--- config.mk ---
export PLATFORM = sky130hd
export DESIGN_NAME = vcd_value_change_parser
export DESIGN_NICKNAME = d
export VERILOG_FILES = /design/src/rtl/vcdp_pkg.sv /design/src/rtl/vcd_value_change_parser.sv /design/src/rtl/vcdp_front.sv /design/src/rtl/vcdp_queue.sv /design/src/rtl/vcdp_back.sv
export SDC_FILE = /design/constraint.sdc
export NUM_CORES = 1
export LEC_CHECK = 0
export BUFFER_PORTS_ARGS = -buffer_cell sky130_fd_sc_hd__buf_2
export CORE_MARGIN = 5
export CORE_UTILIZATION = 30
export CTS_BUF_LIST = sky130_fd_sc_hd__clkbuf_4 sky130_fd_sc_hd__clkbuf_8 sky130_fd_sc_hd__clkbuf_16
export CTS_CLUSTER_SIZE = 25
export DETAILED_ROUTE_END_ITERATION = 10
export SLEW_MARGIN = 20
export SYNTH_ARGS = -nofsm -noshare
export SYNTH_HDL_FRONTEND = slang
export SYNTH_HIERARCHICAL = 1
export SYNTH_SLANG_ARGS = --single-unit
--- constraint.sdc ---
create_clock -name aclk -period 15.2 [get_ports aclk]
set_input_delay 1.52 -clock aclk [delete_from_list [all_inputs] [get_ports aclk]]
set_output_delay 1.52 -clock aclk [all_outputs]
set_load 0.005 [all_outputs]
--- src/rtl/vcdp_pkg.sv ---
// Shared types and constants of the VCD value-change parser.
package vcdp_pkg;

    // Parser state
    typedef enum logic [2:0] {
        MODE_WS     = 3'd0,
        MODE_TIME   = 3'd1,
        MODE_VEC    = 3'd2,
        MODE_VEC_WS = 3'd3,
        MODE_ALIAS  = 3'd4,
        MODE_DOLLAR = 3'd5
    } parse_mode_t;

    // Result record kinds
    typedef enum logic [2:0] {
        KIND_TIME       = 3'd0,
        KIND_VEC_CHAR   = 3'd1,
        KIND_SCALAR     = 3'd2,
        KIND_ALIAS_CHAR = 3'd3,
        KIND_CHG_END    = 3'd4,
        KIND_STREAM_END = 3'd5
    } kind_t;

    // Most records that one byte can cause
    localparam int MAX_RESULTS = 4;
    localparam int SLOT_W      = 2;
    localparam int COUNT_W     = 3;

    // Characters the parser reacts to
    localparam logic [7:0] CH_HASH   = 8'h23;
    localparam logic [7:0] CH_DOLLAR = 8'h24;
    localparam logic [7:0] CH_B      = 8'h62;
    localparam logic [7:0] CH_SPACE  = 8'h20;
    localparam logic [7:0] CH_TAB    = 8'h09;
    localparam logic [7:0] CH_CR     = 8'h0D;
    localparam logic [7:0] CH_LF     = 8'h0A;
    localparam logic [7:0] CH_ZERO   = 8'h30;
    localparam logic [7:0] CH_NINE   = 8'h39;

    // All records caused by one byte; they share one character and one time,
    // except trailing records flagged to report time zero
    typedef struct packed {
        logic [63:0]                  stamp;
        logic [MAX_RESULTS-1:0]       zero_time;
        kind_t [MAX_RESULTS-1:0]      kinds;
        logic [COUNT_W-1:0]           count;
        logic [7:0]                   chr;
    } bundle_t;

endpackage

--- src/rtl/vcd_value_change_parser.sv ---
// Top level of the VCD value-change parser: front end, bundle queue, result sequencer.
//
//  channel  direction  handshake          payload
//  s_       in         s_valid/s_ready    s_byte_in, s_end_of_stream
//  m_       out        m_valid/m_ready    m_kind, m_character, m_timestamp, m_last_of_run
//
// One byte is accepted per cycle while the queue has room; a byte's records leave
// in order, the result port giving one record per cycle while m_ready is high. The queue
// holds FIFO_DEPTH bundles, so bytes keep flowing while the output stalls or a
// multi-record byte drains. Records pass the queue memory, then the back end's hold register.
// aresetn is synchronous, active low, and clears parse state, time and queue.
module vcd_value_change_parser import vcdp_pkg::*; #(
    parameter int FIFO_DEPTH = 4
) (
    input  logic        aclk,
    input  logic        aresetn,
    input  logic        s_valid,
    output logic        s_ready,
    input  logic [7:0]  s_byte_in,
    input  logic        s_end_of_stream,
    output logic        m_valid,
    input  logic        m_ready,
    output logic [2:0]  m_kind,
    output logic [7:0]  m_character,
    output logic [63:0] m_timestamp,
    output logic        m_last_of_run
);

    logic    in_fire, push, pop, q_full, q_empty;
    bundle_t push_bundle, head_bundle;

    // Accept a byte whenever the queue has room
    assign s_ready = !q_full;
    assign in_fire = s_valid && s_ready;

    vcdp_front u_front (
        .aclk          (aclk),
        .aresetn       (aresetn),
        .in_fire       (in_fire),
        .byte_in       (s_byte_in),
        .end_of_stream (s_end_of_stream),
        .push          (push),
        .bundle        (push_bundle)
    );

    vcdp_queue #(
        .DEPTH (FIFO_DEPTH)
    ) u_queue (
        .aclk    (aclk),
        .aresetn (aresetn),
        .push    (push),
        .din     (push_bundle),
        .full    (q_full),
        .pop     (pop),
        .empty   (q_empty),
        .dout    (head_bundle)
    );

    vcdp_back u_back (
        .aclk          (aclk),
        .aresetn       (aresetn),
        .q_empty       (q_empty),
        .q_dout        (head_bundle),
        .q_pop         (pop),
        .m_valid       (m_valid),
        .m_ready       (m_ready),
        .m_kind        (m_kind),
        .m_character   (m_character),
        .m_timestamp   (m_timestamp),
        .m_last_of_run (m_last_of_run)
    );

endmodule

--- src/rtl/vcdp_front.sv ---
// Front end: classifies each accepted byte, tracks parse state and time, builds record bundles.
module vcdp_front import vcdp_pkg::*; (
    input  logic        aclk,
    input  logic        aresetn,
    input  logic        in_fire,
    input  logic [7:0]  byte_in,
    input  logic        end_of_stream,
    output logic        push,
    output bundle_t     bundle
);

    parse_mode_t mode_reg, mode_next, mode_mid, disp_mode;
    logic [63:0] acc_reg, acc_next, acc_mid;
    logic [63:0] cur_reg, cur_next, cur_mid;

    logic is_space, is_digit, is_hash, is_b, is_dollar, is_other;
    logic dispatching, time_end, zero_tail;
    logic [3:0]  digit;
    logic [63:0] acc_times_ten;
    logic [COUNT_W-1:0] n, step_n;
    kind_t [MAX_RESULTS-1:0] kinds;
    logic [MAX_RESULTS-1:0]  zero_time;

    // Classify the byte
    assign is_space  = (byte_in == CH_SPACE) || (byte_in == CH_TAB) ||
                       (byte_in == CH_CR) || (byte_in == CH_LF);
    assign is_digit  = (byte_in >= CH_ZERO) && (byte_in <= CH_NINE);
    assign is_hash   = (byte_in == CH_HASH);
    assign is_b      = (byte_in == CH_B);
    assign is_dollar = (byte_in == CH_DOLLAR);
    assign is_other  = !(is_space || is_hash || is_b || is_dollar);
    assign digit     = byte_in[3:0];

    // Mode entered from whitespace skip
    always_comb begin
        if (is_hash) begin
            disp_mode = MODE_TIME;
        end else if (is_b) begin
            disp_mode = MODE_VEC;
        end else if (is_dollar) begin
            disp_mode = MODE_DOLLAR;
        end else if (is_space) begin
            disp_mode = MODE_WS;
        end else begin
            disp_mode = MODE_ALIAS;
        end
    end

    // Decode whether the byte starts a new item
    always_comb begin
        unique case (mode_reg)
            MODE_TIME:   dispatching = !is_digit;
            MODE_VEC, MODE_VEC_WS, MODE_ALIAS, MODE_DOLLAR: dispatching = 1'b0;
            default:     dispatching = 1'b1;
        endcase
    end

    assign time_end = (mode_reg == MODE_TIME) && !is_digit;

    // Next parse mode
    always_comb begin
        unique case (mode_reg)
            MODE_TIME:   mode_mid = is_digit ? MODE_TIME : disp_mode;
            MODE_VEC:    mode_mid = is_space ? MODE_VEC_WS : MODE_VEC;
            MODE_VEC_WS: mode_mid = is_space ? MODE_VEC_WS : MODE_ALIAS;
            MODE_ALIAS:  mode_mid = is_space ? MODE_WS : MODE_ALIAS;
            MODE_DOLLAR: mode_mid = (byte_in == CH_LF) ? MODE_WS : MODE_DOLLAR;
            default:     mode_mid = disp_mode;
        endcase
        mode_next = end_of_stream ? MODE_WS : mode_mid;
    end

    // Accumulate decimal time, wrapping modulo 2^64
    assign acc_times_ten = {acc_reg[60:0], 3'b000} + {acc_reg[62:0], 1'b0};

    always_comb begin
        if ((mode_reg == MODE_TIME) && is_digit) begin
            acc_mid = acc_times_ten + {60'd0, digit};
        end else if (dispatching && is_hash) begin
            acc_mid = '0;
        end else begin
            acc_mid = acc_reg;
        end
        cur_mid  = time_end ? acc_reg : cur_reg;
        acc_next = end_of_stream ? '0 : acc_mid;
        cur_next = end_of_stream ? '0 : cur_mid;
    end

    // Collect the records this byte causes, in order
    always_comb begin
        n         = '0;
        zero_time = '0;
        for (int i = 0; i < MAX_RESULTS; i++) begin
            kinds[i] = KIND_TIME;
        end
        if (time_end) begin
            kinds[n[SLOT_W-1:0]] = KIND_TIME;
            n = n + 3'd1;
        end
        if (dispatching && is_other) begin
            kinds[n[SLOT_W-1:0]] = KIND_SCALAR;
            n = n + 3'd1;
        end
        case (mode_reg)
            MODE_VEC: begin
                if (!is_space) begin
                    kinds[n[SLOT_W-1:0]] = KIND_VEC_CHAR;
                    n = n + 3'd1;
                end
            end
            MODE_VEC_WS: begin
                if (!is_space) begin
                    kinds[n[SLOT_W-1:0]] = KIND_ALIAS_CHAR;
                    n = n + 3'd1;
                end
            end
            MODE_ALIAS: begin
                kinds[n[SLOT_W-1:0]] = is_space ? KIND_CHG_END : KIND_ALIAS_CHAR;
                n = n + 3'd1;
            end
            default: ;
        endcase
        step_n = n;
        // A '#' that ends one timestamp and opens an empty one at stream end
        zero_tail = end_of_stream && (mode_mid == MODE_TIME) && (step_n != 3'd0);
        if (end_of_stream) begin
            if (mode_mid == MODE_TIME) begin
                kinds[n[SLOT_W-1:0]]     = KIND_TIME;
                zero_time[n[SLOT_W-1:0]] = zero_tail;
                n = n + 3'd1;
            end else if ((mode_mid == MODE_VEC) || (mode_mid == MODE_VEC_WS) ||
                         (mode_mid == MODE_ALIAS)) begin
                kinds[n[SLOT_W-1:0]] = KIND_CHG_END;
                n = n + 3'd1;
            end
            kinds[n[SLOT_W-1:0]]     = KIND_STREAM_END;
            zero_time[n[SLOT_W-1:0]] = zero_tail;
            n = n + 3'd1;
        end
    end

    // Drive the bundle toward the queue
    always_comb begin
        bundle.stamp     = (end_of_stream && (mode_mid == MODE_TIME) && (step_n == 3'd0)) ?
                           acc_mid : cur_mid;
        bundle.zero_time = zero_time;
        bundle.kinds     = kinds;
        bundle.count     = n;
        bundle.chr       = byte_in;
        push             = in_fire && (n != 3'd0);
    end

    // Advance state on each accepted transaction
    always_ff @(posedge aclk) begin
        if (!aresetn) begin
            mode_reg <= MODE_WS;
            acc_reg  <= '0;
            cur_reg  <= '0;
        end else if (in_fire) begin
            mode_reg <= mode_next;
            acc_reg  <= acc_next;
            cur_reg  <= cur_next;
        end
    end

endmodule

--- src/rtl/vcdp_queue.sv ---
// Bundle queue between the front end and the result sequencer.
module vcdp_queue import vcdp_pkg::*; #(
    parameter int DEPTH = 4
) (
    input  logic    aclk,
    input  logic    aresetn,
    input  logic    push,
    input  bundle_t din,
    output logic    full,
    input  logic    pop,
    output logic    empty,
    output bundle_t dout
);

    localparam int AW = (DEPTH > 1) ? $clog2(DEPTH) : 1;
    localparam int CW = $clog2(DEPTH + 1);

    bundle_t         mem_reg [DEPTH];
    logic [AW-1:0]   wr_ptr_reg, rd_ptr_reg;
    logic [CW-1:0]   count_reg;

    assign full  = (count_reg == CW'(DEPTH));
    assign empty = (count_reg == '0);
    assign dout  = mem_reg[rd_ptr_reg];

    // Store pushed bundles
    always_ff @(posedge aclk) begin
        if (push) begin
            mem_reg[wr_ptr_reg] <= din;
        end
    end

    // Advance pointers and occupancy
    always_ff @(posedge aclk) begin
        if (!aresetn) begin
            wr_ptr_reg <= '0;
            rd_ptr_reg <= '0;
            count_reg  <= '0;
        end else begin
            if (push) begin
                wr_ptr_reg <= (wr_ptr_reg == AW'(DEPTH - 1)) ? '0 : wr_ptr_reg + 1'b1;
            end
            if (pop) begin
                rd_ptr_reg <= (rd_ptr_reg == AW'(DEPTH - 1)) ? '0 : rd_ptr_reg + 1'b1;
            end
            if (push && !pop) begin
                count_reg <= count_reg + 1'b1;
            end else if (pop && !push) begin
                count_reg <= count_reg - 1'b1;
            end
        end
    end

endmodule

--- src/rtl/vcdp_back.sv ---
// Back end: holds one bundle and hands out its records one transaction at a time.
module vcdp_back import vcdp_pkg::*; (
    input  logic        aclk,
    input  logic        aresetn,
    input  logic        q_empty,
    input  bundle_t     q_dout,
    output logic        q_pop,
    output logic        m_valid,
    input  logic        m_ready,
    output logic [2:0]  m_kind,
    output logic [7:0]  m_character,
    output logic [63:0] m_timestamp,
    output logic        m_last_of_run
);

    bundle_t             hold_reg;
    logic                valid_reg;
    logic [SLOT_W-1:0]   slot_reg;
    logic                is_last, advance;
    kind_t               cur_kind;

    assign cur_kind = hold_reg.kinds[slot_reg];
    assign is_last  = ({1'b0, slot_reg} == (hold_reg.count - 3'd1));
    assign advance  = !valid_reg || (m_ready && is_last);
    assign q_pop    = advance && !q_empty;

    // Load the next bundle or step to the next record
    always_ff @(posedge aclk) begin
        if (!aresetn) begin
            valid_reg <= 1'b0;
            slot_reg  <= '0;
        end else if (advance) begin
            valid_reg <= !q_empty;
            slot_reg  <= '0;
        end else if (m_ready) begin
            slot_reg  <= slot_reg + 1'b1;
        end
    end

    always_ff @(posedge aclk) begin
        if (q_pop) begin
            hold_reg <= q_dout;
        end
    end

    // Present the current record
    always_comb begin
        m_valid       = valid_reg;
        m_kind        = cur_kind;
        m_timestamp   = hold_reg.zero_time[slot_reg] ? 64'd0 : hold_reg.stamp;
        m_last_of_run = is_last;
        case (cur_kind) inside
            KIND_VEC_CHAR, KIND_SCALAR, KIND_ALIAS_CHAR: m_character = hold_reg.chr;
            default:                                     m_character = 8'd0;
        endcase
    end

endmodule

==> Yosys cells after proc, flatten, opt, wreduce, memory -nomap -nowiden <==
Memories as Yosys holds them, arrays and structs flattened. A register that Yosys moved wholly into a read port is not among the register bits.
Index checks and enable logic that the tools add are counted.
{ "totals": {"ff_bits": 141, "ramBits": 364, "output_inout_bits": 78, "n_memories": 1} }
{ "memory_table": {"columns": ["name", "words", "width", "read_ports", "rd_clocked_by_memory_dff", "wr", "line", "rtl"], "rows": [
  ["u_queue.mem_reg", 4, 91, 1, 1, 1, "vcdp_queue.sv:18", "bundle_t mem_reg [DEPTH];"]
]} }
{ "op_classes": {"addsub": 12, "order_cmp": 11, "n_eq_ne": 23, "mux": 63, "bitwise_logic": 16, "n_reduce_logical": 43} }
{ "op_table": {"columns": ["operator", "count"], "rows": [
  ["$mux 64", 7],
  ["$mux 12", 6],
  ["$mux 3", 22],
  ["$add 64x4->64", 1],
  ["$add 64x64->64", 1],
  ["$pmux 12 s3", 1],
  ["$demux 3 s2", 4],
  ["$eq 8x4->1 const B", 3],
  ["$eq 8x6->1 const B", 3],
  ["$eq 3x2->1 const B", 6],
  ["$logic_and 1x1->1", 18],
  ["$and 8x8->8", 2],
  ["$not 8->8", 2],
  ["$or 8x8->8", 2],
  ["$pmux 3 s5", 1],
  ["$add 3x1->3 const B", 4],
  ["$and 12x12->12", 1],
  ["$and 4x4->4", 3],
  ["$bwmux 12", 1],
  ["$eq 3x3->1 const B", 4],
  ["$lt 2x3->1 const B", 4],
  ["$mux 4", 3],
  ["$not 12->12", 1],
  ["$mux 11", 1],
  ["32 further kinds", 67]
]} }

==> Logic depth before layout (Yosys ltp) <==
{ "depth": {"word_depth": 25, "depth_mapped": 24} }

==> By module <==
Netlist, hierarchy kept.
{ "modules_own_cells": {"columns": ["module", "n_inst", "cells_each", "area_per_inst_um2"], "rows": [
  ["vcdp_queue", 1, 519, 13678.1],
  ["vcdp_front", 1, 1527, 11736.3],
  ["vcdp_back", 1, 200, 3753.6],
  ["vcd_value_change_parser", 1, 2, 10.0]
]} }

==> Worst setup path before layout <==
OpenSTA, ideal clock, no wires.
{ "synth_path": {"path_kind": "input to register", "from": "input port s_byte_in[7]", "to": "memory u_queue/mem_reg[0][0] (netlist name), enable pin", "arrival_time_ns": 7.214, "path_slack_ns": 7.526, "path_stages": 18, "n_path_buf": 3, "path_cell_list": "nor4bb_1 > and2_1 > nand2b_1 > clkbuf_1 > clkinv_1 > clkbuf_1 > ha_1 > clkbuf_1 > nor2_1 > a21oi_1 > a221oi_1 > ha_1 > a21oi_1 > ha_1 > xnor2_1 > and3_1 > o41a_1 > and2_1"} }
{ "synth_between": {"elab_chain_cells": 23, "word_cells_on_any_way": 52} }
{ "synth_lines": {"columns": ["item", "line", "rtl"], "rows": [
  ["start: declaration", "vcd_value_change_parser.sv:19", "input logic [7:0] s_byte_in,"],
  ["branches (longest 18 deep; another with $ge 8x6->1)", null, null],
  ["$mux 3 *", "vcdp_front.sv:126", "if (end_of_stream) begin"],
  ["$reduce_bool 3->1 *", "vcdp_front.sv:150", "push = in_fire && (n != 3'd0);"],
  ["$logic_and 1x1->1 *", "vcdp_front.sv:150", null],
  ["via push", "vcd_value_change_parser.sv:29", "logic in_fire, push, pop, q_full, q_empty;"],
  ["$mux 1 *", "vcdp_queue.sv:28", "if (push) begin"],
  ["$mux 1 (implied by the code) *", "vcdp_queue.sv:29", "mem_reg[wr_ptr_reg] <= din;"],
  ["end: declaration", "vcdp_queue.sv:18", null]
]} }
Mark *: on every way through the listed nets, which the timed path passes. The select of a mux whose other input is x is not followed.

==> Final worst setup path <==
{ "layout_path": {"from": "input port s_byte_in[4]", "to": "memory u_queue/mem_reg[2][23] (netlist name), enable pin"} }
Same word-level chain as after synthesis.

==> out/results.ini <==
[sta]
hold_violations = 0
fin_skew_ns = 0.03940
max_freq_ghz = 0.1223
slew_viol_final = 0
fin_crit_ns = 8.179
tightest_slew_ns = 1.055
timing.hold.ws_ns = 0.4869
fin_tns_setup_ns = 0
finalSetupViolCount = 0
rsz0062_at_grt = no
maxSlewHeadroom_pct = 29.70
post-route-period-util_pct = 53.81

[die]
placementRows = 114
die_w_um = 321.9
io_pins = 91
die_y_um = 321.9
initial_utilization_pct = 30.22
core-area_um2 = 96570
die_area_um2 = 103600

[logic_synthesis]
yosys_warnings = 6
synth_nets = 2407
synth-simple-area-share_pct = 11.26
synth_area_um2 = 29180
synth_top_family_by_area = compound AO/OA/AOI/OAI gates
synth-edff-count = 455
synthTopCellsByArea = edfxtp_1 47%, dfxtp_1 9.8%, mux4_2 7.3%
synthAdderAreaFrac_pct = 6.364
synth_top_area_share_pct = 46.83
synthMuxAreaShare_pct = 8.744
post_synth_xor_area_fraction_pct = 2.097
ys_ff_latch = 598
synth_top_cell_by_area = edfxtp_1
syn_area_per_cell_um2 = 12.98
netlist_instances = 2248
ys.flop_type = edfxtp_1
synth-seq-area-share_pct = 56.64
synth.most_common_cell = edfxtp_1
synth_cell_types = 95
synth_compound_area_share_pct = 11.69
synth_commonest_cells = 455 x edfxtp_1, 192 x nand2_1, 143 x a21oi_1, 143 x dfxtp_1, 142 x ha_1
ys_async_sr_fraction_pct = 0

[placement]
placed_area_um2 = 30720
dp.cells = 3504
io_buffers = 90
dp.final_hpwl_um = 48620
place.gp.congestion = 0.8693

[power]
p_leak_nw = 11.73
power_w = 0.004621
ir_drop_mv = 0.1111
power_density_nw_per_um2 = 142.0

[global_route]
grt_pass1_wl_um = 112800
grt_antenna_before_repair = 1
first_global_vias = 18525
grtUsageTotal_pct = 13.84
grt_start_max_net_pins = 68
grt.overflow.total = 0

[critical_path]
crit_fanout = 58
cp_slowest_cell = and2_4
crit_arrival_ns = 8.42
crit_path_end_kind = flop
path_cells = buf_2 > nor4bb_1 > and2_1 > nand2b_4 > clkinv_1 > buf_4 > ha_1 > nor2_1 > a21oi_1 > a221oi_1 > ha_1 > a21oi_1 > ha_1 > xnor2_1 > and3_1 > o41a_1 > and2_4 > buf_4
max_stage_delay_ns = 0.91
critPathRequiredTime_ns = 15.44
start_kind = primary input
crit_type = primary input to flop
cp_common_cell = ha_1

[route]
vias = 18400
postRouteAntennaNets = 0
drt-total-wl_um = 73800
remaining_drc_errors = 0
wl_per_cell_um = 20.45
drtIter0Drc = 1394
drt_pass1_iterations = 5
viasPerCell = 5.098

[clocking]
cts-hold-fix-buffers = 0
clk_latency_ns = 0.62
numCtsBuffers = 58
root_buffer = clkbuf_16
clkTransAtPathRegs_ns = 0.06
cts_resized = 0
cts_tree = built
htree_num_levels = 2
postCtsSetupBuffers = 0
cts.path.max_buffers = 3
cts.sinks = 598

[run]
max_cap_viol_count = 0

[min_path]
hold_path_class = flop to flop

[layout]
fin_area_um2 = 32540
final_cells = 3609
antenna_cells = 0
synthToLayoutAreaGrowth_pct = 11.52
drive_gt1_share_pct = 17.49
fin_nets = 2447
largest_reg_flops = 364

[status]
outcome = completed

## critical path, delay by kind of cell
kind / cells / cell delay, ns
buffers and inverters: 4 / 1.99
adder cells (fa/ha/maj): 3 / 1.00
AO/OA/AOI/OAI: 4 / 1.24
AND/OR/NAND/NOR: 6 / 2.38
XOR/XNOR: 1 / 0.17
## path summary, 6_finish.rpt
path / depth (start not counted) / endpoint / from / slack [ns]
setup / recovery: 18 / u_queue/mem_reg[2][23] / s_byte_in[4] / 7.02
setup reg to reg: 16 / u_queue/mem_reg[2][23] / u_front/mode_reg[0] / 8.14
hold / removal: 2 / u_front/acc_reg[63] / u_front/acc_reg[63] / 0.49
hold reg to reg: 2 / u_front/acc_reg[63] / u_front/acc_reg[63] / 0.49
## per-layer routing
layer	up-vias	GRT usage, %	share of wire (%)
met5	-	0	0.0095
met4	2	3.718	2.5
met3	106	1.747	4.5
met2	432	23.45	48
met1	9236	18.84	45
li1	8624	-	-
## cells by family after synthesis
family / after synthesis
muxes: 136
xor gates and xnor gates: 69
buffers and inverters: 178
DFF: 598
and+or+nand+nor: 596
AOI/OAI and AO/OA: 525
adders and majority gates: 146
## layout by cell type (no fill, tap or decap), types with 14 or more instances in the layout
cell,n
a21o_1,33
a21oi_1,143
a22o_1,15
a22oi_1,73
a31oi_1,25
and2_1,19
and3_1,30
buf_2,90
buf_4,28
clkbuf_16,58
clkbuf_4,17
dfxtp_1,141
edfxtp_1,455
ha_1,142
inv_1,38
mux2i_1,40
mux4_2,94
nand2_1,192
nand3_1,20
nand4_1,24
nor2_1,72
nor2b_1,99
nor2b_2,56
nor3_1,14
o21ai_0,105
o21bai_1,14
o22ai_1,24
xnor2_1,41
xor2_1,27
## per-stage QoR
step / utilization [%] / setup slack, ns
floorplan: - / 7.526
global placement: 31.81 / 6.436
detailed placement: 31.81 / 6.374
CTS: 33.69 / 7.026
global route: 33.70 / 6.543
finish: 33.70 / 7.021
## area by class of cell
| type | instances | area, um2 |
|---|---|---|
| fill | 9416 | 64030 |
| sequential | 598 | 16530 |
| multi-input combinational | 1472 | 11770 |
| clock buffer | 80 | 1648 |
| tap | 1276 | 1597 |
| timing repair buffer | 119 | 671.9 |
| clock inverter | 25 | 170.2 |
| inverter | 39 | 146.4 |
## power by group
group | total (W) | leakage (nW) | switching [W] | internal (W)
combinational | 0.00105 | 5.38 | 0.000578 | 0.000467
sequential | 0.00219 | 5.45 | 0.0000965 | 0.00210
clock | 0.00138 | 0.902 | 0.000608 | 0.000774
total | 0.00462 | 11.7 | 0.00128 | 0.00334
Note: power is estimated with default switching activity, not from simulation.
